**src/rtl/mf3_pkg.sv**
```systemverilog
package mf3_pkg;

   // field widths
   localparam int PIX_W     = 8;
   localparam int X_W       = 11;
   localparam int Y_W       = 12;
   localparam int FW_W      = 12;
   localparam int FH_W      = 13;
   localparam int CSR_W     = 13;
   localparam int CSR_IDX_W = 1;

   // sizing defaults and limits
   localparam int DEF_MAX_WIDTH   = 2048;
   localparam int DEF_QUEUE_DEPTH = 4;
   localparam int MAX_HEIGHT      = 4096;

   // register reset values
   localparam logic [FW_W-1:0] RST_FRAME_WIDTH  = 12'd640;
   localparam logic [FH_W-1:0] RST_FRAME_HEIGHT = 13'd480;

   // register indexes
   localparam logic [CSR_IDX_W-1:0] CSR_FRAME_WIDTH  = 1'b0;
   localparam logic [CSR_IDX_W-1:0] CSR_FRAME_HEIGHT = 1'b1;

   // input word actions
   localparam logic ACT_PIXEL = 1'b0;
   localparam logic ACT_FLUSH = 1'b1;

   typedef logic [PIX_W-1:0] pix_type;
   // [0] lowest, [1] middle, [2] highest
   typedef logic [2:0][PIX_W-1:0] pix3_type;

   // one classified word handed from front to back
   typedef struct packed {
      logic            is_pix;
      logic            emit_a;
      logic            med_a;
      logic [X_W-1:0]  xa;
      logic [Y_W-1:0]  ya;
      logic            emit_b;
      logic [X_W-1:0]  xb;
      logic [Y_W-1:0]  yb;
      logic            fe;
      pix_type         pix;
      pix_type         line_a;
      pix_type         line_b;
   } job_type;

   // three-input compare-exchange sort
   function automatic pix3_type sort3(input pix_type a, input pix_type b, input pix_type c);
      pix_type  lo;
      pix_type  hi;
      pix3_type r;
      lo = (a < b) ? a : b;
      hi = (a < b) ? b : a;
      if (c < lo) begin
         r = {hi, lo, c};
      end else if (c > hi) begin
         r = {c, hi, lo};
      end else begin
         r = {hi, c, lo};
      end
      return r;
   endfunction

   function automatic pix_type med3(input pix_type a, input pix_type b, input pix_type c);
      pix3_type s;
      s = sort3(a, b, c);
      return s[1];
   endfunction

   function automatic pix_type max3(input pix_type a, input pix_type b, input pix_type c);
      pix_type m;
      m = (a > b) ? a : b;
      return (c > m) ? c : m;
   endfunction

   function automatic pix_type min3(input pix_type a, input pix_type b, input pix_type c);
      pix_type m;
      m = (a < b) ? a : b;
      return (c < m) ? c : m;
   endfunction

endpackage

```
**src/rtl/mf3_queue.sv**
```systemverilog
module mf3_queue #(
   parameter int DEPTH = mf3_pkg::DEF_QUEUE_DEPTH,
   localparam int AW = (DEPTH > 1) ? $clog2(DEPTH) : 1,
   localparam int LW = $clog2(DEPTH + 1)
) (
   input  logic             clock,
   input  logic             reset,
   input  logic             push_valid,
   input  mf3_pkg::job_type push_job,
   output logic             pop_valid,
   input  logic             pop_ready,
   output mf3_pkg::job_type pop_job,
   output logic [LW-1:0]    level
);
   import mf3_pkg::*;

   job_type       slot_ff [DEPTH];
   logic [AW-1:0] wr_ptr_ff, wr_ptr_in;
   logic [AW-1:0] rd_ptr_ff, rd_ptr_in;
   logic [LW-1:0] count_ff, count_in;
   logic          do_pop;

   assign pop_valid = (count_ff != '0);
   assign pop_job   = slot_ff[rd_ptr_ff];
   assign do_pop    = pop_valid && pop_ready;
   assign level     = count_ff;

   // pointer and fill bookkeeping
   always_comb begin
      wr_ptr_in = wr_ptr_ff;
      rd_ptr_in = rd_ptr_ff;
      if (push_valid) begin
         wr_ptr_in = (wr_ptr_ff == AW'(DEPTH - 1)) ? '0 : wr_ptr_ff + 1'b1;
      end
      if (do_pop) begin
         rd_ptr_in = (rd_ptr_ff == AW'(DEPTH - 1)) ? '0 : rd_ptr_ff + 1'b1;
      end
      count_in = count_ff + LW'(push_valid) - LW'(do_pop);
   end

   always_ff @(posedge clock) begin
      if (reset) begin
         wr_ptr_ff <= '0;
         rd_ptr_ff <= '0;
         count_ff  <= '0;
      end else begin
         wr_ptr_ff <= wr_ptr_in;
         rd_ptr_ff <= rd_ptr_in;
         count_ff  <= count_in;
      end
   end

   // entry storage
   always_ff @(posedge clock) begin
      if (push_valid) begin
         slot_ff[wr_ptr_ff] <= push_job;
      end
   end

endmodule

```
**config.mk**
```make
export PLATFORM = sky130hd
export DESIGN_NAME = mf3_queue
export DESIGN_NICKNAME = d
export VERILOG_FILES = /design/src/rtl/mf3_pkg.sv /design/src/rtl/mf3_queue.sv
export SDC_FILE = /design/constraint.sdc
export NUM_CORES = 1
export LEC_CHECK = 0
export BUFFER_PORTS_ARGS = -buffer_cell sky130_fd_sc_hd__buf_2
export CAP_MARGIN = 20
export CORE_AREA = 8 8 162 133
export DETAILED_ROUTE_END_ITERATION = 16
export DIE_AREA = 0 0 170 141
export HOLD_SLACK_MARGIN = 0.05
export PLACE_DENSITY = 0.95
export SLEW_MARGIN = 15
export SYNTH_ARGS = -nofsm -noshare
export SYNTH_HDL_FRONTEND = slang
export SYNTH_SLANG_ARGS = --single-unit
```
**constraint.sdc**
```tcl
create_clock -name clock -period 5.8 [get_ports clock]
set_input_delay 1.16 -clock clock [delete_from_list [all_inputs] [get_ports clock]]
set_output_delay 1.16 -clock clock [all_outputs]
set_load 0.01 [all_outputs]
```
==> results.ini, run 1 <==
[outcome]
outcome=finished clean

[global_routing]
antenna_found_initial=1
grt_max_degree=76
overflow=0
grt_use_total_pct=17.9
grt_pass1_vias=5551
grt_pass1_wl_mm=32.5

[critical_path]
crit_fanout=34
worstPathCellList=buf_4 > mux4_2 > buf_2
worst_path_largest_cell_delay_ns=0.80
slowest_stage=dfxtp_4
worstSetupPathType=flip-flop to output pin
cp.required_ns=4.64
end_kind=output pin
cp.arrival_ns=2.63
startpoint_type=flip-flop

[routing]
wirelength_mm=21.7
first_pass_iters=5
wl_per_cell_microns=24.3
drtIter0Drc=395
ant_nets=0
drc=0
viasPerCell=5.76
vias=5137

[sta]
fin_crit_sh_pct=65.4
worstMarginPinSlew_ns=1.13
fin_crit_ns=3.79
finalSetupViolCount=0
rsz0062_at_grt=false
finalSetupTns_ns=0
fmax_mhz=264
whs_ns=0.537
fin_skew_ns=0.00984
slew_headroom_pct=24.7
final_max_slew_viol_count=0
hold_viol=0
setup_ws_ns=2.01

[clock_network]
clk_path_buf_depth=3
cts-buffers-inserted=29
cts.reportedPaths.clkPinSlew_ns=0.06
root_buffer=clkbuf_16
cts_setup_buffers=0
clock-sinks=309
cts_resized=0
clock_latency_ns=0.54
ctsHoldBuffers=0
cts_tree=built
cts_max_level=1

[placement]
io_buffers=157
gp_congestion=0.723
place_ws_ns=2.48
dp.final_hpwl_mm=13.1

[layout]
final_layout_size_suffix_gt1_share_pct=45.9
syn_to_final_growth_pct=18.5
layout.nets=699
num_antenna_cells=0

[logic_synthesis]
synth_area_per_cell_sq_um=25.9
synth_area_sq_um=11300
yosysSeqAreaShare_pct=81.4
syn-instance-count=435
yosys_warnings=0
ys_ff_latch=309
synth_cell_types=22
synth_fp_nets=522

[floorplan]
die_h_microns=141
initial_core_util_pct=60.0
ios=158
core_area_sq_um=18800
chipWidth_microns=170
num_rows=45
die_area_sq_um=24000

[pwr]
p_leak_nw=4.54
power_density_nw_per_um2=412
ir_drop_v=0.000292

[job]
maxCapViolCount=0

[hold_path]
hold_path.class=flip-flop to flip-flop

## cells in the mapped netlist (all sizes together)
cell type	n	area (sq um)
a21oi	1	5.00
and2	4	25.0
buf	14	113
clkbuf	3	11.3
dfxtp	9	180
edfxtp	300	9010
fa	1	20.0
ha	7	87.6
inv	5	18.8
mux2	1	11.3
mux2i	2	20.0
mux4	75	1690
nand2b	3	18.8
nor2	3	11.3
nor2b	2	12.5
nor3	1	5.00
o31a	1	8.76
or3	1	6.26
or3b	1	8.76
xnor3	1	22.5
## state kept, by name (all words and copies together) (netlist names), named ones only
name and count:
rd_ptr_ff 2, wr_ptr_ff 2, level 3, slot_ff 300
## logic make-up (layout without fill, tap and decap cells)
| group | Yosys count | count (layout) | synth area share, % |
|---|---|---|---|
| buffers and inverters | 22 | 221 | 1.26 |
| and+or+nand+nor | 15 | 15 | 0.776 |
| AOI/OAI and AO/OA | 2 | 2 | 0.122 |
| muxes | 78 | 78 | 15.2 |
| DFF | 309 | 309 | 81.4 |
| xor gates and xnor gates | 1 | 1 | 0.200 |
| adders and majority gates | 8 | 8 | 0.954 |
## per-layer routing
metal | share of wire (%) | GRT usage (%)
met3 | 8.0 | 4.35
met5 | 0.055 | 0
met2 | 51 | 30.9
met4 | 1.9 | 4.15
met1 | 39 | 22.7
## report_power, final
group	internal, W	leakage [nW]	switching, W
sequential	0.00256	2.83	0.000119
clock	0.00114	0.489	0.000785
combinational	0.000478	1.22	0.000420
## worst max-delay path: cells and delay by family (launching register included)
family   cells  cell delay [ns]
buf+inv      2             0.67
flops        1             0.80
mux          1             0.59
## worst paths after layout
kind | from | end | slack (ns) | cells after the start
worst max register to register | level[1]$_SDFF_PP0_ | level[2]$_SDFF_PP0_ | 3.72 | 8
worst max-delay path | flip-flop | pop_job[69] | 2.01 | 3
worst min register to register | rd_ptr_ff[1]$_SDFFE_PP0N_ | flip-flop | 0.54 | 2
worst min-delay path | rd_ptr_ff[1]$_SDFFE_PP0N_ | flip-flop | 0.54 | 2
## through the flow
stage / area [sq um] / cells / total power (W) / utilization (%)
6_report: 13400 / 892 / 0.00550 / 71.1
4_1_cts: 13300 / 888 / 0.00556 / 70.6
3_3_place_gp: 12300 / 835 / 0.00359 / 65.4
5_1_grt: 13400 / 892 / 0.00570 / 71.1
3_5_place_dp: 12300 / 835 / 0.00363 / 65.4
2_1_floorplan: 11300 / 435 / 0.00330 / -
## cell usage in the layout (no fill, tap or decap), types with 2 or more instances in the layout
cell       count
and2_4         4
buf_12         3
buf_2        157
buf_4          2
bufinv_16      5
clkbuf_1       3
clkbuf_16     29
clkinv_1       5
clkinv_2       8
dfxtp_1        7
dfxtp_4        2
edfxtp_1     300
ha_1           7
inv_1          5
mux2i_1        2
mux4_2        75
nand2b_1       3
nor2_1         3
nor2b_1        2
## area by class of cell
cell class / count / area (sq um)
clock buffer: 32 / 737
clock inverter: 21 / 246
fill: 1113 / 5430
multi-input combinational: 104 / 1960
inverter: 5 / 18.8
timing repair buffer: 163 / 888
sequential: 309 / 9200
tap: 258 / 323
Power figures use the tool's default switching activity.
==> inputs of run 2 (changes only) <==
- CORE_AREA: 8 8 162 133 -> 8 8 176 145
- DIE_AREA: 0 0 170 141 -> 0 0 184 153
- PLACE_DENSITY: 0.95 -> 0.86
- clock period: 5.8 -> 3.41 ns (I/O delays scaled with it)
==> run 2 against run 1 <==
Against the previous run:
- global-route usage shrank 2.9 points
- sequential cell count did not move
- register-to-register slack worse by 2.5 ns
- critical endpoint is now pop_job[18]
- largest power group unchanged
==> results.ini, run 2 (same netlist as run 1, synthesis figures left out) <==
[pwr]
ir_drop_v=0.000450  ; +54%
p_leak_nw=4.55  ; +0.41%
power_density_nw_per_um2=697  ; +69%

[floorplan]
chipWidth_microns=184  ; +8.2%
die_h_microns=153  ; +8.5%
core_area_sq_um=22800  ; +21%
ios=158  ; unchanged
initial_core_util_pct=49.5  ; -10 points
die_area_sq_um=28200  ; +17%
num_rows=50  ; +11%

[global_routing]
grt_max_degree=43  ; -43%
overflow=0  ; unchanged
grt_use_total_pct=15.0  ; -2.9 points
grt_pass1_vias=5624  ; +1.3%
antenna_found_initial=4  ; +3
grt_pass1_wl_mm=32.5  ; +0.13%

[clock_network]
clock_latency_ns=0.54  ; about the same
ctsHoldBuffers=0  ; unchanged
cts_setup_buffers=0  ; unchanged
root_buffer=clkbuf_16
cts_resized=0  ; unchanged
cts.reportedPaths.clkPinSlew_ns=0.06  ; about the same
cts_max_level=1  ; unchanged
cts_tree=built
clk_path_buf_depth=3  ; unchanged
clock-sinks=309  ; unchanged
cts-buffers-inserted=29  ; unchanged

[routing]
viasPerCell=5.44  ; -5.5%
ant_nets=0  ; unchanged
wirelength_mm=21.3  ; -1.9%
vias=5166  ; +0.56%
wl_per_cell_microns=22.4  ; -7.8%
drc=0  ; unchanged
drtIter0Drc=281  ; -29%
first_pass_iters=4  ; -1

[sta]
fmax_mhz=337
slew_headroom_pct=56.0  ; +31 points
worstMarginPinSlew_ns=0.660  ; -0.469 ns
rsz0062_at_grt=false
finalSetupViolCount=0  ; unchanged
final_max_slew_viol_count=0  ; unchanged
hold_viol=0  ; unchanged
fin_crit_sh_pct=87.0
finalSetupTns_ns=0  ; unchanged
fin_skew_ns=0.0191  ; +0.00921 ns
fin_crit_ns=2.97

[layout]
final_cell_mix=300 x edfxtp_1, 157 x buf_2, 75 x mux4_2
num_antenna_cells=0  ; unchanged
regMostFlops=slot_ff
syn_to_final_growth_pct=19.6
layout.nets=701  ; +0.29%
fin_util_pct=59.2  ; -12 points
final_common_cell=edfxtp_1
final_layout_size_suffix_gt1_share_pct=46.2  ; +0.25 points
largest_register_ffs=300  ; unchanged
stdcell_count=949  ; +6.4%

[placement]
gp_congestion=0.717  ; -0.87%
dp.final_hpwl_mm=13.0  ; -0.58%
io_buffers=157  ; unchanged
dp.cells=895  ; +7.2%

[critical_path]
worstSetupPathType=flip-flop to output pin
end_kind=output pin
cp.required_ns=2.73  ; -1.91 ns
crit_fanout=19  ; -44%
cp.arrival_ns=2.28  ; -0.35 ns
startpoint_type=flip-flop

[job]
maxCapViolCount=0  ; unchanged

[hold_path]
hold_path.class=primary input to flip-flop

[outcome]
outcome=finished clean

-- run 2: final timing paths --
| check | start | slack (ns) | cells after the start | end |
|---|---|---|---|---|
| min reg2reg | rd_ptr_ff[1]$_SDFFE_PP0N_ | 0.51 | 2 | flip-flop |
| max | flip-flop | 0.44 | 3 | pop_job[18] |
| min | push_job[32] | 0.35 | 1 | slot_ff[0][32]$_DFFE_PP_ |
| max reg2reg | level[1]$_SDFF_PP0_ | 1.25 | 8 | level[2]$_SDFF_PP0_ |
-- run 2: cell type report --
class                           instances  area (sq um)
Multi-Input combinational cell        104          1960
Fill cell                            1601          9280
Clock inverter                         20           228
Inverter                                5          18.8
Tap cell                              312           390
Clock buffer                           34           774
Sequential cell                       309          9200
Timing Repair Buffer                  165           921
-- run 2: worst max-delay path, stage by stage, from the launching register on --
cell and delay [ns]:
dfxtp_4 0.59, buf_4 0.41, mux4_2 0.57, buf_2 0.17
-- run 2: routing by layer --
metal / part of all wire [%] / global-route usage, %
met3: 7.0 / 4.22
met4: 2.2 / 3.76
met1: 38 / 17.5
met5: 0.21 / 0
met2: 52 / 26.7
-- run 2: report_power, final --
part	switching [W]	total (W)	leakage (nW)	internal, W
Clock	0.00132	0.00331	0.494	0.00200
Sequential	0.000137	0.00449	2.83	0.00435
Combinational	0.000773	0.00160	1.23	0.000829
Total	0.00223	0.00941	4.55	0.00718
-- run 2: through the flow --
step	total power, W	worst slack, ns	hold WS [ns]	instance area (sq um)
2_1_floorplan	0.00561	0.535	0.468	11300
5_1_grt	0.00976	0.291	0.328	13500
3_3_place_gp	0.00614	0.956	0.471	12500
3_5_place_dp	0.00620	0.926	0.500	12500
4_1_cts	0.00953	0.342	0.315	13500
6_report	0.00941	0.443	0.351	13500
==> inputs of run 3 (changes only) <==
- PLACE_DENSITY: 0.86 -> 0.81
==> run 3 against run 2 <==
Against the previous run:
- utilization decreased by 0.21 points
- first-iteration DRC count increased by 2.8%
- power decreased by 1.6%
- clock skew decreased by 0.0099 ns
- critical path type unchanged
- critical endpoint unchanged
==> results.ini, run 3 (same netlist as run 1, synthesis figures left out) <==
[outcome]
outcome=finished clean

[floorplan]
die_area_sq_um=28200  ; unchanged
initial_core_util_pct=49.5  ; unchanged
ios=158  ; unchanged
core_area_sq_um=22800  ; unchanged
die_h_microns=153  ; unchanged
chipWidth_microns=184  ; unchanged
num_rows=50  ; unchanged

[critical_path]
crit_fanout=28  ; +9
cp.arrival_ns=2.21  ; -0.07 ns
startpoint_type=flip-flop
reg2regPathDepth=8  ; unchanged
worstSetupPathType=flip-flop to output pin
end_kind=output pin
cp.required_ns=2.73  ; about the same
rrSetupSlack_ns=1.29  ; +0.04 ns
crit-reg2reg-launch=level[1]$_SDFF_PP0_
reg2reg_to=level[2]$_SDFF_PP0_

[layout]
largest_register_ffs=300  ; unchanged
layout.nets=701  ; unchanged
num_antenna_cells=0  ; unchanged
regMostFlops=slot_ff
final_layout_size_suffix_gt1_share_pct=44.7  ; -1.4 points
final_cell_mix=300 x edfxtp_1, 157 x buf_2, 75 x mux4_2
design_area_sq_um=13400  ; -0.36%
final_common_cell=edfxtp_1
syn_to_final_growth_pct=19.1
fill_cells=1631  ; +1.9%

[global_routing]
grt_pass1_vias=5656  ; +0.57%
grt_pass1_wl_mm=32.5  ; -0.15%
overflow=0  ; unchanged
grt_max_degree=76  ; +77%
grt_use_total_pct=15.1  ; +0.096 points
antenna_found_initial=3  ; -1

[hold_path]
min_from=push_job[4]
worstHoldEndpoint=slot_ff[2][4]$_DFFE_PP_
hold_depth=1  ; unchanged
hold_path.class=primary input to flip-flop

[routing]
viasPerCell=5.41  ; -0.64%
vias=5133  ; -0.64%
wl_per_cell_microns=22.9  ; +2.3%
drtIter0Drc=289  ; +2.8%
wirelength_mm=21.7  ; +2.3%
drc=0  ; unchanged
ant_nets=0  ; unchanged
first_pass_iters=5  ; +1

[clock_network]
clk_path_buf_depth=3  ; unchanged
cts_resized=0  ; unchanged
ctsHoldBuffers=0  ; unchanged
cts_setup_buffers=0  ; unchanged
cts_max_level=1  ; unchanged
cts-buffers-inserted=30  ; +3.4%
clock-sinks=309  ; unchanged
cts.reportedPaths.clkPinSlew_ns=0.06  ; about the same
root_buffer=clkbuf_16
clock_latency_ns=0.54  ; about the same
cts_tree=built

[pwr]
power_density_nw_per_um2=688  ; -1.3%
ir_drop_v=0.000563  ; +25%
p_leak_nw=4.52  ; -0.82%

[sta]
fin_crit_sh_pct=84.9  ; -2.1 points
fin_crit_ns=2.90  ; -0.0708 ns
worstMarginPinSlew_ns=0.701  ; +0.0417 ns
rsz0062_at_grt=false
finalSetupTns_ns=0  ; unchanged
hold_viol=0  ; unchanged
fin_skew_ns=0.00920  ; -0.00985 ns
finalSetupViolCount=0  ; unchanged
final_max_slew_viol_count=0  ; unchanged
fmax_mhz=345  ; +2.4%
slew_headroom_pct=53.2  ; -2.8 points

[placement]
gp_congestion=0.714  ; -0.46%
placed_area_sq_um=12500  ; about the same
io_buffers=157  ; unchanged
dp.final_hpwl_mm=13.5  ; +4.2%

[job]
maxCapViolCount=0  ; unchanged

-- run 3: changes by cell type in the layout (fill, tap and decap cells not counted), sizes merged --
cell,before,now
buf,165,164
inv,7,6
bufinv,5,3
clkbuf,34,39
clkinvlp,1,0
-- run 3: routing by layer --
layer	global-route usage [%]	up-vias	part of all wire, %
met2	24.9	194	49
met4	3.07	6	1.4
li1	-	2223	-
met3	4.12	35	7.9
met1	19.8	2675	41
met5	0	-	0.16
-- run 3: where the power goes --
part           switching, W  internal (W)
clock network       0.00131       0.00185
logic              0.000804      0.000835
registers          0.000103       0.00435
total               0.00222       0.00703
-- run 3: area by class of cell --
cell class / count / area [sq um] / share of cell area, %
Clock buffer: 39 / 785 / 5.84
Clock inverter: 16 / 164 / 1.22
Inverter: 5 / 18.8 / 0.140
Multi-Input combinational cell: 104 / 1960 / 14.6
Sequential cell: 309 / 9200 / 68.4
Tap cell: 312 / 390 / 2.90
Timing Repair Buffer: 164 / 926 / 6.89
-- run 3: stage by stage --
| stage | cells | worst slack (ns) | total power (W) | hold WS (ns) | utilization, % |
|---|---|---|---|---|---|
| after global placement | 894 | 1.04 | 0.00616 | 0.485 | 54.9 |
| after detailed placement | 894 | 1.04 | 0.00622 | 0.489 | 54.9 |
| after floorplan | 435 | 0.535 | 0.00561 | 0.468 | - |
| after global routing | 949 | 0.375 | 0.00960 | 0.329 | 59.0 |
| after CTS | 949 | 0.446 | 0.00936 | 0.318 | 59.0 |
| final | 949 | 0.514 | 0.00925 | 0.353 | 59.0 |
-- run 3: worst max path at each step --
stage,endpoint,slack [ns],cells after the start
CTS,pop_job[18],0.45,3
floorplan,slot_ff[0][0]$_DFFE_PP_,0.54,1
global placement,pop_job[18],1.04,3
detailed placement,pop_job[65],1.04,3
global route,pop_job[37],0.38,3
finish,pop_job[18],0.51,3
-- run 3: worst max-delay path: stages (launching register included) --
cell,delay (ns)
dfxtp_4,0.59
buf_12,0.31
mux4_2,0.57
buf_2,0.16
