<file path="config.mk">
export PLATFORM = sky130hd
export DESIGN_NAME = mf3_back_flat
export DESIGN_NICKNAME = d
export VERILOG_FILES = /design/src/rtl/mf3_pkg.sv /design/src/rtl/mf3_ifs.sv /design/src/rtl/mf3_back.sv /design/src/flat_wrapper.sv
export SDC_FILE = /design/constraint.sdc
export NUM_CORES = 1
export LEC_CHECK = 0
export ABC_CLOCK_PERIOD_IN_PS = 6700
export BUFFER_PORTS_ARGS = -buffer_cell sky130_fd_sc_hd__buf_2
export CORE_ASPECT_RATIO = 1.4
export CORE_MARGIN = 3
export CORE_UTILIZATION = 55
export CTS_CLUSTER_SIZE = 8
export DETAILED_ROUTE_END_ITERATION = 7
export PLACE_DENSITY_LB_ADDON = 0.1
export SLEW_MARGIN = 10
export SYNTH_ARGS = -nofsm -noshare
export SYNTH_HDL_FRONTEND = slang
export SYNTH_SLANG_ARGS = --single-unit
</file>
<file path="constraint.sdc">
create_clock -name clock -period 6.7 [get_ports clock]
set_input_delay 0.335 -clock clock [delete_from_list [all_inputs] [get_ports clock]]
set_output_delay 0.335 -clock clock [all_outputs]
set_load 0.005 [all_outputs]
</file>
<file path="src/rtl/mf3_pkg.sv">
package mf3_pkg;

   // field widths
   localparam int PIX_W     = 8;
   localparam int X_W       = 11;
   localparam int Y_W       = 12;
   localparam int FW_W      = 12;
   localparam int FH_W      = 13;
   localparam int CSR_W     = 13;
   localparam int CSR_IDX_W = 1;

   // sizing defaults and limits
   localparam int DEF_MAX_WIDTH   = 2048;
   localparam int DEF_QUEUE_DEPTH = 4;
   localparam int MAX_HEIGHT      = 4096;

   // register reset values
   localparam logic [FW_W-1:0] RST_FRAME_WIDTH  = 12'd640;
   localparam logic [FH_W-1:0] RST_FRAME_HEIGHT = 13'd480;

   // register indexes
   localparam logic [CSR_IDX_W-1:0] CSR_FRAME_WIDTH  = 1'b0;
   localparam logic [CSR_IDX_W-1:0] CSR_FRAME_HEIGHT = 1'b1;

   // input word actions
   localparam logic ACT_PIXEL = 1'b0;
   localparam logic ACT_FLUSH = 1'b1;

   typedef logic [PIX_W-1:0] pix_type;
   // [0] lowest, [1] middle, [2] highest
   typedef logic [2:0][PIX_W-1:0] pix3_type;

   // one classified word handed from front to back
   typedef struct packed {
      logic            is_pix;
      logic            emit_a;
      logic            med_a;
      logic [X_W-1:0]  xa;
      logic [Y_W-1:0]  ya;
      logic            emit_b;
      logic [X_W-1:0]  xb;
      logic [Y_W-1:0]  yb;
      logic            fe;
      pix_type         pix;
      pix_type         line_a;
      pix_type         line_b;
   } job_type;

   // three-input compare-exchange sort
   function automatic pix3_type sort3(input pix_type a, input pix_type b, input pix_type c);
      pix_type  lo;
      pix_type  hi;
      pix3_type r;
      lo = (a < b) ? a : b;
      hi = (a < b) ? b : a;
      if (c < lo) begin
         r = {hi, lo, c};
      end else if (c > hi) begin
         r = {c, hi, lo};
      end else begin
         r = {hi, c, lo};
      end
      return r;
   endfunction

   function automatic pix_type med3(input pix_type a, input pix_type b, input pix_type c);
      pix3_type s;
      s = sort3(a, b, c);
      return s[1];
   endfunction

   function automatic pix_type max3(input pix_type a, input pix_type b, input pix_type c);
      pix_type m;
      m = (a > b) ? a : b;
      return (c > m) ? c : m;
   endfunction

   function automatic pix_type min3(input pix_type a, input pix_type b, input pix_type c);
      pix_type m;
      m = (a < b) ? a : b;
      return (c < m) ? c : m;
   endfunction

endpackage

</file>
<file path="src/rtl/mf3_ifs.sv">


// filtered pixel output channel
interface mf3_rsp_if;
   import mf3_pkg::*;
   logic             valid;
   logic             ready;
   logic [X_W-1:0]   out_x;
   logic [Y_W-1:0]   out_y;
   logic [PIX_W-1:0] out_value;
   logic             frame_end;
   modport source(output valid, out_x, out_y, out_value, frame_end, input ready);
   modport sink(input valid, out_x, out_y, out_value, frame_end, output ready);
endinterface

</file>
<file path="src/rtl/mf3_back.sv">
module mf3_back (
   input  logic             clock,
   input  logic             reset,
   input  logic             pop_valid,
   output logic             pop_ready,
   input  mf3_pkg::job_type pop_job,
   mf3_rsp_if.source        rsp
);
   import mf3_pkg::*;

   logic [8:0][PIX_W-1:0] win_ff, win_in;
   logic                  b0_valid_ff, b0_valid_in;
   job_type               b0_job_ff, b0_job_in;
   logic                  b1_valid_ff, b1_valid_in;
   job_type               b1_job_ff, b1_job_in;
   logic [2:0][2:0][PIX_W-1:0] b1_rows_ff, b1_rows_in;
   logic                  b2_valid_ff, b2_valid_in;
   job_type               b2_job_ff, b2_job_in;
   pix3_type              b2_cand_ff, b2_cand_in;
   logic                  pa_ff, pa_in;
   logic                  pb_ff, pb_in;
   logic                  rv_ff, rv_in;
   logic [X_W-1:0]        rx_ff, rx_in;
   logic [Y_W-1:0]        ry_ff, ry_in;
   pix_type               rval_ff, rval_in;
   logic                  rfe_ff, rfe_in;
   logic                  out_free, send_a, send_b;
   logic                  b2_free, b1_free, b0_free, take;

   // stage enables, the output side sets the pace
   always_comb begin
      out_free  = !rv_ff || rsp.ready;
      send_a    = b2_valid_ff && pa_ff && out_free;
      send_b    = b2_valid_ff && !pa_ff && pb_ff && out_free;
      b2_free   = !b2_valid_ff || (!pa_ff && !pb_ff) || (out_free && !(pa_ff && pb_ff));
      b1_free   = !b1_valid_ff || b2_free;
      b0_free   = !b0_valid_ff || b1_free;
      pop_ready = b0_free;
      take      = pop_valid && b0_free;
   end

   // window shift on each pixel word
   always_comb begin
      win_in = win_ff;
      if (take && pop_job.is_pix) begin
         for (int k = 0; k < 3; k++) begin
            win_in[3*k]   = win_ff[3*k+1];
            win_in[3*k+1] = win_ff[3*k+2];
         end
         win_in[2] = pop_job.line_a;
         win_in[5] = pop_job.line_b;
         win_in[8] = pop_job.pix;
      end
   end

   // stage 0 holds the word whose window is current
   always_comb begin
      b0_valid_in = b0_free ? pop_valid : b0_valid_ff;
      b0_job_in   = take ? pop_job : b0_job_ff;
   end

   // stage 1: sort each window row
   always_comb begin
      b1_valid_in = b1_free ? b0_valid_ff : b1_valid_ff;
      b1_job_in   = b1_free ? b0_job_ff : b1_job_ff;
      b1_rows_in  = b1_rows_ff;
      if (b1_free) begin
         for (int k = 0; k < 3; k++) begin
            b1_rows_in[k] = sort3(win_ff[3*k], win_ff[3*k+1], win_ff[3*k+2]);
         end
      end
   end

   // stage 2: max of lows, median of middles, min of highs
   always_comb begin
      b2_valid_in = b2_free ? b1_valid_ff : b2_valid_ff;
      b2_job_in   = b2_free ? b1_job_ff : b2_job_ff;
      b2_cand_in  = b2_cand_ff;
      pa_in       = pa_ff && !send_a;
      pb_in       = pb_ff && !send_b;
      if (b2_free) begin
         b2_cand_in[0] = max3(b1_rows_ff[0][0], b1_rows_ff[1][0], b1_rows_ff[2][0]);
         b2_cand_in[1] = med3(b1_rows_ff[0][1], b1_rows_ff[1][1], b1_rows_ff[2][1]);
         b2_cand_in[2] = min3(b1_rows_ff[0][2], b1_rows_ff[1][2], b1_rows_ff[2][2]);
         pa_in         = b1_valid_ff && b1_job_ff.emit_a;
         pb_in         = b1_valid_ff && b1_job_ff.emit_b;
      end
   end

   // output register, one result word per cycle while the receiver is ready
   always_comb begin
      rv_in   = out_free ? (send_a || send_b) : rv_ff;
      rx_in   = rx_ff;
      ry_in   = ry_ff;
      rval_in = rval_ff;
      rfe_in  = rfe_ff;
      if (send_a) begin
         rx_in   = b2_job_ff.xa;
         ry_in   = b2_job_ff.ya;
         rval_in = b2_job_ff.med_a ? med3(b2_cand_ff[0], b2_cand_ff[1], b2_cand_ff[2]) : '0;
         rfe_in  = 1'b0;
      end else if (send_b) begin
         rx_in   = b2_job_ff.xb;
         ry_in   = b2_job_ff.yb;
         rval_in = '0;
         rfe_in  = b2_job_ff.fe;
      end
   end

   always_ff @(posedge clock) begin
      if (reset) begin
         b0_valid_ff <= 1'b0;
         b1_valid_ff <= 1'b0;
         b2_valid_ff <= 1'b0;
         pa_ff       <= 1'b0;
         pb_ff       <= 1'b0;
         rv_ff       <= 1'b0;
      end else begin
         b0_valid_ff <= b0_valid_in;
         b1_valid_ff <= b1_valid_in;
         b2_valid_ff <= b2_valid_in;
         pa_ff       <= pa_in;
         pb_ff       <= pb_in;
         rv_ff       <= rv_in;
      end
   end

   always_ff @(posedge clock) begin
      win_ff     <= win_in;
      b0_job_ff  <= b0_job_in;
      b1_job_ff  <= b1_job_in;
      b1_rows_ff <= b1_rows_in;
      b2_job_ff  <= b2_job_in;
      b2_cand_ff <= b2_cand_in;
      rx_ff      <= rx_in;
      ry_ff      <= ry_in;
      rval_ff    <= rval_in;
      rfe_ff     <= rfe_in;
   end

   assign rsp.valid     = rv_ff;
   assign rsp.out_x     = rx_ff;
   assign rsp.out_y     = ry_ff;
   assign rsp.out_value = rval_ff;
   assign rsp.frame_end = rfe_ff;

`ifndef SYNTHESIS
   a_second_kept: assert property (@(posedge clock) disable iff (reset)
      (b2_valid_ff && pa_ff && pb_ff) |=> (b2_valid_ff && pb_ff))
      else $error("row border word dropped");

   a_flush_no_shift: assert property (@(posedge clock) disable iff (reset)
      (take && !pop_job.is_pix) |=> $stable(win_ff))
      else $error("window moved on a flush word");

   a_end_is_border: assert property (@(posedge clock) disable iff (reset)
      (rv_ff && rfe_ff) |-> (rval_ff == '0))
      else $error("frame end word not on the border");
`endif

endmodule

</file>
<file path="src/flat_wrapper.sv">
// flat-port wrapper written by rule: the top's interface ports become plain ports
module mf3_back_flat import mf3_pkg::*;
  (clock, reset, pop_valid, pop_ready, pop_job, rsp_valid, rsp_out_x, rsp_out_y, rsp_out_value, rsp_frame_end, rsp_ready);
  mf3_rsp_if rsp_i ();
  input  logic clock;
  input  logic reset;
  input  logic pop_valid;
  output logic pop_ready;
  input  mf3_pkg::job_type pop_job;
  output wire logic [$bits(rsp_i.valid)-1:0] rsp_valid;
  output wire logic [$bits(rsp_i.out_x)-1:0] rsp_out_x;
  output wire logic [$bits(rsp_i.out_y)-1:0] rsp_out_y;
  output wire logic [$bits(rsp_i.out_value)-1:0] rsp_out_value;
  output wire logic [$bits(rsp_i.frame_end)-1:0] rsp_frame_end;
  input wire logic [$bits(rsp_i.ready)-1:0] rsp_ready;
  assign rsp_valid = rsp_i.valid;
  assign rsp_out_x = rsp_i.out_x;
  assign rsp_out_y = rsp_i.out_y;
  assign rsp_out_value = rsp_i.out_value;
  assign rsp_frame_end = rsp_i.frame_end;
  assign rsp_i.ready = rsp_ready;
  mf3_back u_core (.clock(clock), .reset(reset), .pop_valid(pop_valid), .pop_ready(pop_ready), .pop_job(pop_job), .rsp(rsp_i));
endmodule
</file>
==> results of run 1 <==
## repair_timing
action,4_1_cts,5_1_grt
resized for setup,0,0
endpoints found under the hold margin,77,0
hold buffers,75,0
## worst max-delay path, stage by stage, from the launching register on
cell,delay (ns)
edfxtp_1,0.43
ha_1,0.35
a21o_1,0.18
a21o_1,0.18
a21oi_1,0.15
o31a_1,0.15
buf_4,0.32
nor2_1,0.08
a21oi_1,0.21
ha_1,0.28
a21o_1,0.16
a21o_1,0.20
a2111oi_4,0.53
nand2_1,0.16
mux2i_4,0.56
or2_1,0.35
mux2_4,0.33
## worst max-delay path by stage
stage          slack [ns]         startpoint               endpoint
6_report             1.79   u_core.win_ff[5]  u_core.b1_rows_ff[16]
5_1_grt              1.38  u_core.win_ff[61]  u_core.b1_rows_ff[64]
4_1_cts              1.80  u_core.win_ff[13]  u_core.b1_rows_ff[16]
3_5_place_dp         1.84  u_core.win_ff[13]  u_core.b1_rows_ff[16]
3_3_place_gp         1.93   u_core.win_ff[5]  u_core.b1_rows_ff[16]
2_1_floorplan        0.84          rsp_ready       u_core.win_ff[0]
## per-stage QoR
stage	cells	setup slack (ns)	utilization	cell area [um^2]
floorplan	1276	0.843	-	17300
global placement	1754	1.93	0.592	18300
detailed placement	1754	1.84	0.592	18300
CTS	1895	1.80	0.661	20400
global route	1895	1.38	0.661	20400
finish	1895	1.79	0.661	20400
## cell type report
class / count / area [um^2]
clock inverters: 4 / 66.3
fillers: 2238 / 10400
clock buffers: 62 / 1300
inverters: 110 / 413
repair buffers: 195 / 1370
well taps: 390 / 488
multi-input cells: 780 / 6170
flip-flops and latches: 354 / 10600
## power by group through the flow
| stage | sequential (mW) | clock [mW] | combinational (mW) |
|---|---|---|---|
| after floorplan | 2.91 | 0 | 1.51 |
| after global placement | 2.99 | 0 | 1.89 |
| after detailed placement | 3.01 | 0 | 1.95 |
| after CTS | 2.97 | 2.25 | 2.00 |
| after global routing | 2.99 | 2.34 | 2.24 |
| final | 2.97 | 2.18 | 2.00 |
## cell usage after synthesis, types with 17 or more instances
cell type	count
a21o_1	24
a21oi_1	96
a221o_1	17
and2_1	25
clkbuf_1	18
edfxtp_1	347
ha_1	140
inv_1	110
mux2_2	31
mux2i_1	86
nand2_1	51
nor2_1	88
o21ai_0	39
## logic make-up after synthesis
kind of cell,count (synthesis),synth area share
AOI/OAI and AO/OA,273,0.110
muxes,122,0.0747
and+or+nand+nor,245,0.0692
adders and majority gates,140,0.101
DFF,354,0.612
buffers and inverters,142,0.0331
## state kept, by name (all words and copies together) (netlist names)
| name | count |
|---|---|
| u_core.rsp.out_value | 8 |
| u_core.rsp.valid | 1 |
| u_core.b1_job_ff | 50 |
| u_core.b0_job_ff | 50 |
| u_core.rsp.frame_end | 1 |
| u_core.rsp.out_y | 12 |
| u_core.rsp.out_x | 11 |
| u_core.b1_valid_ff | 1 |
| u_core.b1_rows_ff | 72 |
| u_core.b0_valid_ff | 1 |
| u_core.pa_ff | 1 |
| u_core.b2_valid_ff | 1 |
| u_core.b2_job_ff | 48 |
| u_core.pb_ff | 1 |
| u_core.b2_cand_ff | 24 |
| u_core.win_ff | 72 |
## metal layers
layer  part of all wire  global-route usage
met2               0.51               0.359
met1               0.41               0.255
met4              0.038              0.0835
met3              0.041              0.0335
met5                  0                   0
==> impl_metrics.ini, run 1 <==
[outcome]
status = completed

[worst_setup_path]
cp_max_fo = 27
reg2reg_depth = 16
r2r-end = u_core.b1_rows_ff[16]
crit_path_end_kind = flip-flop
rr_startpoint = u_core.win_ff[5]
rrSetupSlack_ns = 1.79
critPathRequiredTime_ns = 6.99
startpoint_type = flip-flop
critical_path_arrival_ns = 5.20
crit_type = flip-flop to flip-flop

[power_and_ir_drop]
cellPowerDensity_nw_per_um2 = 351
p_int_mw = 4.97
clkPwrFrac = 0.305
swShare = 0.305
ir_drop_mv = 0.189
p_seq_frac = 0.415
p_total_mw = 7.15
combPwrFrac = 0.280
power.leakage_nw = 8.51
p_switching_mw = 2.18

[cts]
clk_pin_slew_ns = 0.05
postCtsSetupBuffers = 0
htree_levels = 2
cts_tree = built
numCtsBuffers = 50
clock-root-buffer = clkbuf_16
cts.sinks = 354
cts_buffer_depth = 3
clk_latency_ns = 0.56

[timing]
tns_ns = 0
finalCriticalPeriod_ns = 4.91
slew_headroom = 0.248
max_freq_ghz = 0.204
rsz0062_at_grt = no
finClkSkew_ns = 0.0208
fin_hold_ws_ns = 0.0756
finalHoldViolCount = 0
setup_violations = 0
slew_viol_final = 0
fin_crit_sh = 0.733
worst_pin_slew_ns = 1.11

[global_routing]
grt_pass1_wl_um = 55100
grt_pass1_vias = 10800
antenna_found_initial = 0
grtUsageTotal = 0.206
grt_max_degree = 73
grt_overflow = 0

[routing]
drc = 0
routedWlPerCell_um = 18.3
ant_nets = 0
dr.pass1.iters = 7
viasPerCell = 5.64
finalWirelength_um = 34800
drt_iter0_drc = 688
vias = 10700

[yosys]
synth_enable_flop_cells = 347
ys_warn_count = 0
ys.flop_type = edfxtp_1
syn_nets = 1495
postSynthAreaPerCell_um2 = 13.5
syn-instance-count = 1276
synth_top_area_share = 0.604
ys_async_sr_fraction = 0
ys_ff_latch = 354
synth_area_leaders = edfxtp_1 60%, ha_1 10%, mux2i_1 5.0%
ys_seq_area_frac = 0.612
ys_types = 68
yosysTopAreaCell = edfxtp_1
synth_area_um2 = 17300

[placed_design]
dpl.hpwl_um = 25000
gp_congestion = 0.901
io_buffers = 112

[floorplan]
io_pins = 113
dieArea_um2 = 33600
start_util = 0.560
die_x_um = 156
fp.dieH_um = 216
core_area_um2 = 30800
rows = 76

[finish]
drive_gt1_frac = 0.159
area_growth_pct = 18.0
nets = 1710
diodes = 0
mostFrequentLayoutCell = edfxtp_1
final_cell_mix = 347 x edfxtp_1, 140 x ha_1, 112 x buf_2, 109 x inv_1, 95 x a21oi_1

[min_path]
hp-start = pop_valid
hold_path_class = input port to flip-flop
worstHoldEndpoint = u_core.b0_valid_ff
whs_path_depth = 3

[flow_run]
drv_cap = 0
Note: power is estimated with default switching activity, not from simulation.
==> run 2, diff against run 1 <==
--- a/config.mk
+++ b/config.mk
@@ -5,7 +5,8 @@
 export SDC_FILE = /design/constraint.sdc
 export NUM_CORES = 1
 export LEC_CHECK = 0
-export ABC_CLOCK_PERIOD_IN_PS = 6700
+export ABC_AREA = 1
+export ABC_CLOCK_PERIOD_IN_PS = 4300
 export BUFFER_PORTS_ARGS = -buffer_cell sky130_fd_sc_hd__buf_2
 export CORE_ASPECT_RATIO = 1.4
 export CORE_MARGIN = 3
==> constraint.sdc (replaced) <==
create_clock -name clock -period 4.3 [get_ports clock]
set_input_delay 0.215 -clock clock [delete_from_list [all_inputs] [get_ports clock]]
set_output_delay 0.215 -clock clock [all_outputs]
set_load 0.005 [all_outputs]
==> run 2 against run 1 <==
Register-to-register slack lost 1.3 ns. Worst setup slack lost 1.3 ns. Synthesized cell count grew 34%. Largest cell class unchanged.
==> impl_metrics.ini, run 2 <==
[yosys]
yosysMostFrequentCell = nand2_1
synth_area_leaders = edfxtp_1 59%, nand2_1 11%, ha_1 9.9%
ys_async_sr_fraction = 0
synth_enable_flop_cells = 347
yosysTopAreaCell = edfxtp_1
ys_seq_area_frac = 0.596
syn_nets = 1923
synth_top_area_share = 0.588
synth.cells.most_frequent = 512 x nand2_1, 347 x edfxtp_1, 166 x inv_1
syn-instance-count = 1704
ys_ff_latch = 354
postSynthAreaPerCell_um2 = 10.4
ys_warn_count = 0
ys_types = 32
ys.flop_type = edfxtp_1
synth_area_um2 = 17700

[placed_design]
dpl.hpwl_um = 25200
gp_congestion = 0.869
pre_cts_slack_ns = 0.430
io_buffers = 112

[routing]
finalWirelength_um = 35600
wl_met3_um = 1290
drt_iter0_drc = 765
m1WireLength_um = 14700
highest_layer = met4
dr.pass1.iters = 6
routedWlPerCell_um = 15.4
vias = 12200
wl_met2_um = 18200
viasPerCell = 5.26
ant_nets = 0
drc = 0

[timing]
finClkSkew_ns = 0.0241
fin_crit_sh = 0.885
worst_pin_slew_ns = 1.15
setup_violations = 0
tns_ns = 0
finalHoldViolCount = 0
max_freq_ghz = 0.263
slew_headroom = 0.233
final.setup.worst_slack_ns = 0.496
slew_viol_final = 0
finalCriticalPeriod_ns = 3.80
rsz0062_at_grt = no

[worst_setup_path]
startpoint = u_core.b1_rows_ff[37]
critPathRequiredTime_ns = 4.62
reg2reg_depth = 15
crit_end = u_core.b2_cand_ff[10]
rrSetupSlack_ns = 0.50
cp_max_fo = 31
critical_path_arrival_ns = 4.12
rr_startpoint = u_core.b1_rows_ff[37]
r2r-end = u_core.b2_cand_ff[10]
startpoint_type = flip-flop
crit_path_end_kind = flip-flop
crit_type = flip-flop to flip-flop

[power_and_ir_drop]
combPwrFrac = 0.307
ir_drop_mv = 0.306
swShare = 0.330
clkPwrFrac = 0.302
p_switching_mw = 3.85
p_seq_frac = 0.391
power.leakage_nw = 9.20
p_int_mw = 7.81
cellPowerDensity_nw_per_um2 = 561

[global_routing]
grt_max_degree = 74
grt_pass1_wl_um = 57200
grtUsageTotal = 0.207
antenna_found_initial = 0
grt_pass1_vias = 12000
grt_overflow = 0

[finish]
drive_gt1_frac = 0.111
mostFrequentLayoutCell = nand2_1
nFillCells = 2488
diodes = 0
fin_util = 0.656
reg_top3 = u_core.b1_rows_ff: 72 flops, u_core.win_ff: 72 flops
nets = 2127
area_growth_pct = 17.3
final_cell_mix = 508 x nand2_1, 347 x edfxtp_1, 161 x inv_1, 140 x ha_1, 130 x o21ai_0

[cts]
cts_buffer_depth = 3
cts.sinks = 354
postCtsSetupBuffers = 0
clk_pin_slew_ns = 0.05
clock-root-buffer = clkbuf_16
htree_levels = 2
cts_tree = built
clk_latency_ns = 0.57
numCtsBuffers = 50

[flow_run]
drv_cap = 0

[outcome]
status = completed

[floorplan]
dieArea_um2 = 34400
io_pins = 113
rows = 77
core_area_um2 = 31700
start_util = 0.559
die_x_um = 158
fp.dieH_um = 218

[min_path]
hold_path_class = input port to flip-flop
hp-start = rsp_ready
-- run 2: changes by cell type in the layout (fill, tap and decap cells not counted), moves of 15 or more --
cell | previous run | this run
a21o_1 | 24 | 0
a221o_1 | 17 | 0
and2_1 | 24 | 4
inv_1 | 109 | 161
mux2_2 | 31 | 0
mux2i_1 | 86 | 7
nand2_1 | 50 | 508
nand2_2 | 0 | 15
nand3_1 | 12 | 89
nand3b_1 | 0 | 21
nor2_1 | 87 | 68
o21ai_0 | 39 | 130
-- run 2: worst max-delay path: stages (launching register included) --
cell and delay [ns]:
edfxtp_1 0.46, inv_1 0.07, ha_1 0.29, a21oi_1 0.16, o21a_1 0.16, nand2_1 0.47, o21ai_0 0.45, ha_1 0.31
a21oi_1 0.15, nor2_1 0.06, a211oi_1 0.27, a32oi_1 0.14, inv_1 0.31, o21ai_0 0.13, nand2_1 0.08, nand2_1 0.05
-- run 2: cell families after synthesis --
group                    after synthesis  share of synthesized area
buffers and inverters                215                     0.0512
flip-flops                           354                      0.596
AO/OA/AOI/OAI                        267                     0.0808
adder cells (fa/ha/maj)              140                     0.0988
multiplexers                           7                    0.00395
AND/OR/NAND/NOR                      721                      0.170
-- run 2: how the worst min path moves through the flow --
stage	end	slack, ns	depth (start not counted)
global route	u_core.rsp.valid	0.05	4
floorplan	u_core.b0_valid_ff	0.28	1
detailed placement	u_core.win_ff[68]	0.39	1
global placement	u_core.win_ff[43]	0.39	1
finish	u_core.rsp.valid	0.04	4
CTS	u_core.rsp.valid	0.01	4
-- run 2: per-stage QoR --
step	cells	cell area, um^2	hold slack (ns)	power (mW)
detailed placement	2175	18600	0.393	8.13
finish	2316	20800	0.0360	11.7
CTS	2316	20800	0.0114	11.8
global route	2316	20800	0.0478	12.5
global placement	2175	18600	0.391	8.00
floorplan	1704	17700	0.284	7.29
-- run 2: what timing repair did --
| action | in CTS | in global routing |
|---|---|---|
| gates resized for setup | 0 | 6 |
| hold buffers | 76 | 0 |
| setup endpoints to repair | 0 | 19 |
| endpoints found under the hold margin | 80 | 0 |
-- run 2: power by group through the flow --
stage          sequential (mW)  combinational (mW)  clock, mW
2_1_floorplan             4.52                2.77          0
5_1_grt                   4.60                4.17       3.76
6_report                  4.56                3.58       3.52
3_3_place_gp              4.61                3.39          0
3_5_place_dp              4.63                3.51          0
4_1_cts                   4.56                3.58       3.61
-- run 2: area by class of cell --
cell class                      count  area [um^2]  share of cell area
Sequential cell                   354        10600               0.508
Multi-Input combinational cell   1135         6280               0.302
Timing Repair Buffer              201         1420              0.0682
Clock buffer                       60         1290              0.0620
Inverter                          166          638              0.0307
Tap cell                          395          494              0.0238
Clock inverter                      5          114             0.00548
-- run 2: per-layer routing --
layer  global-route usage  up-vias
li1                     -     6246
met1                0.246     5590
met2                0.372      268
met3               0.0291       86
met4               0.0903        0
met5                    0        -
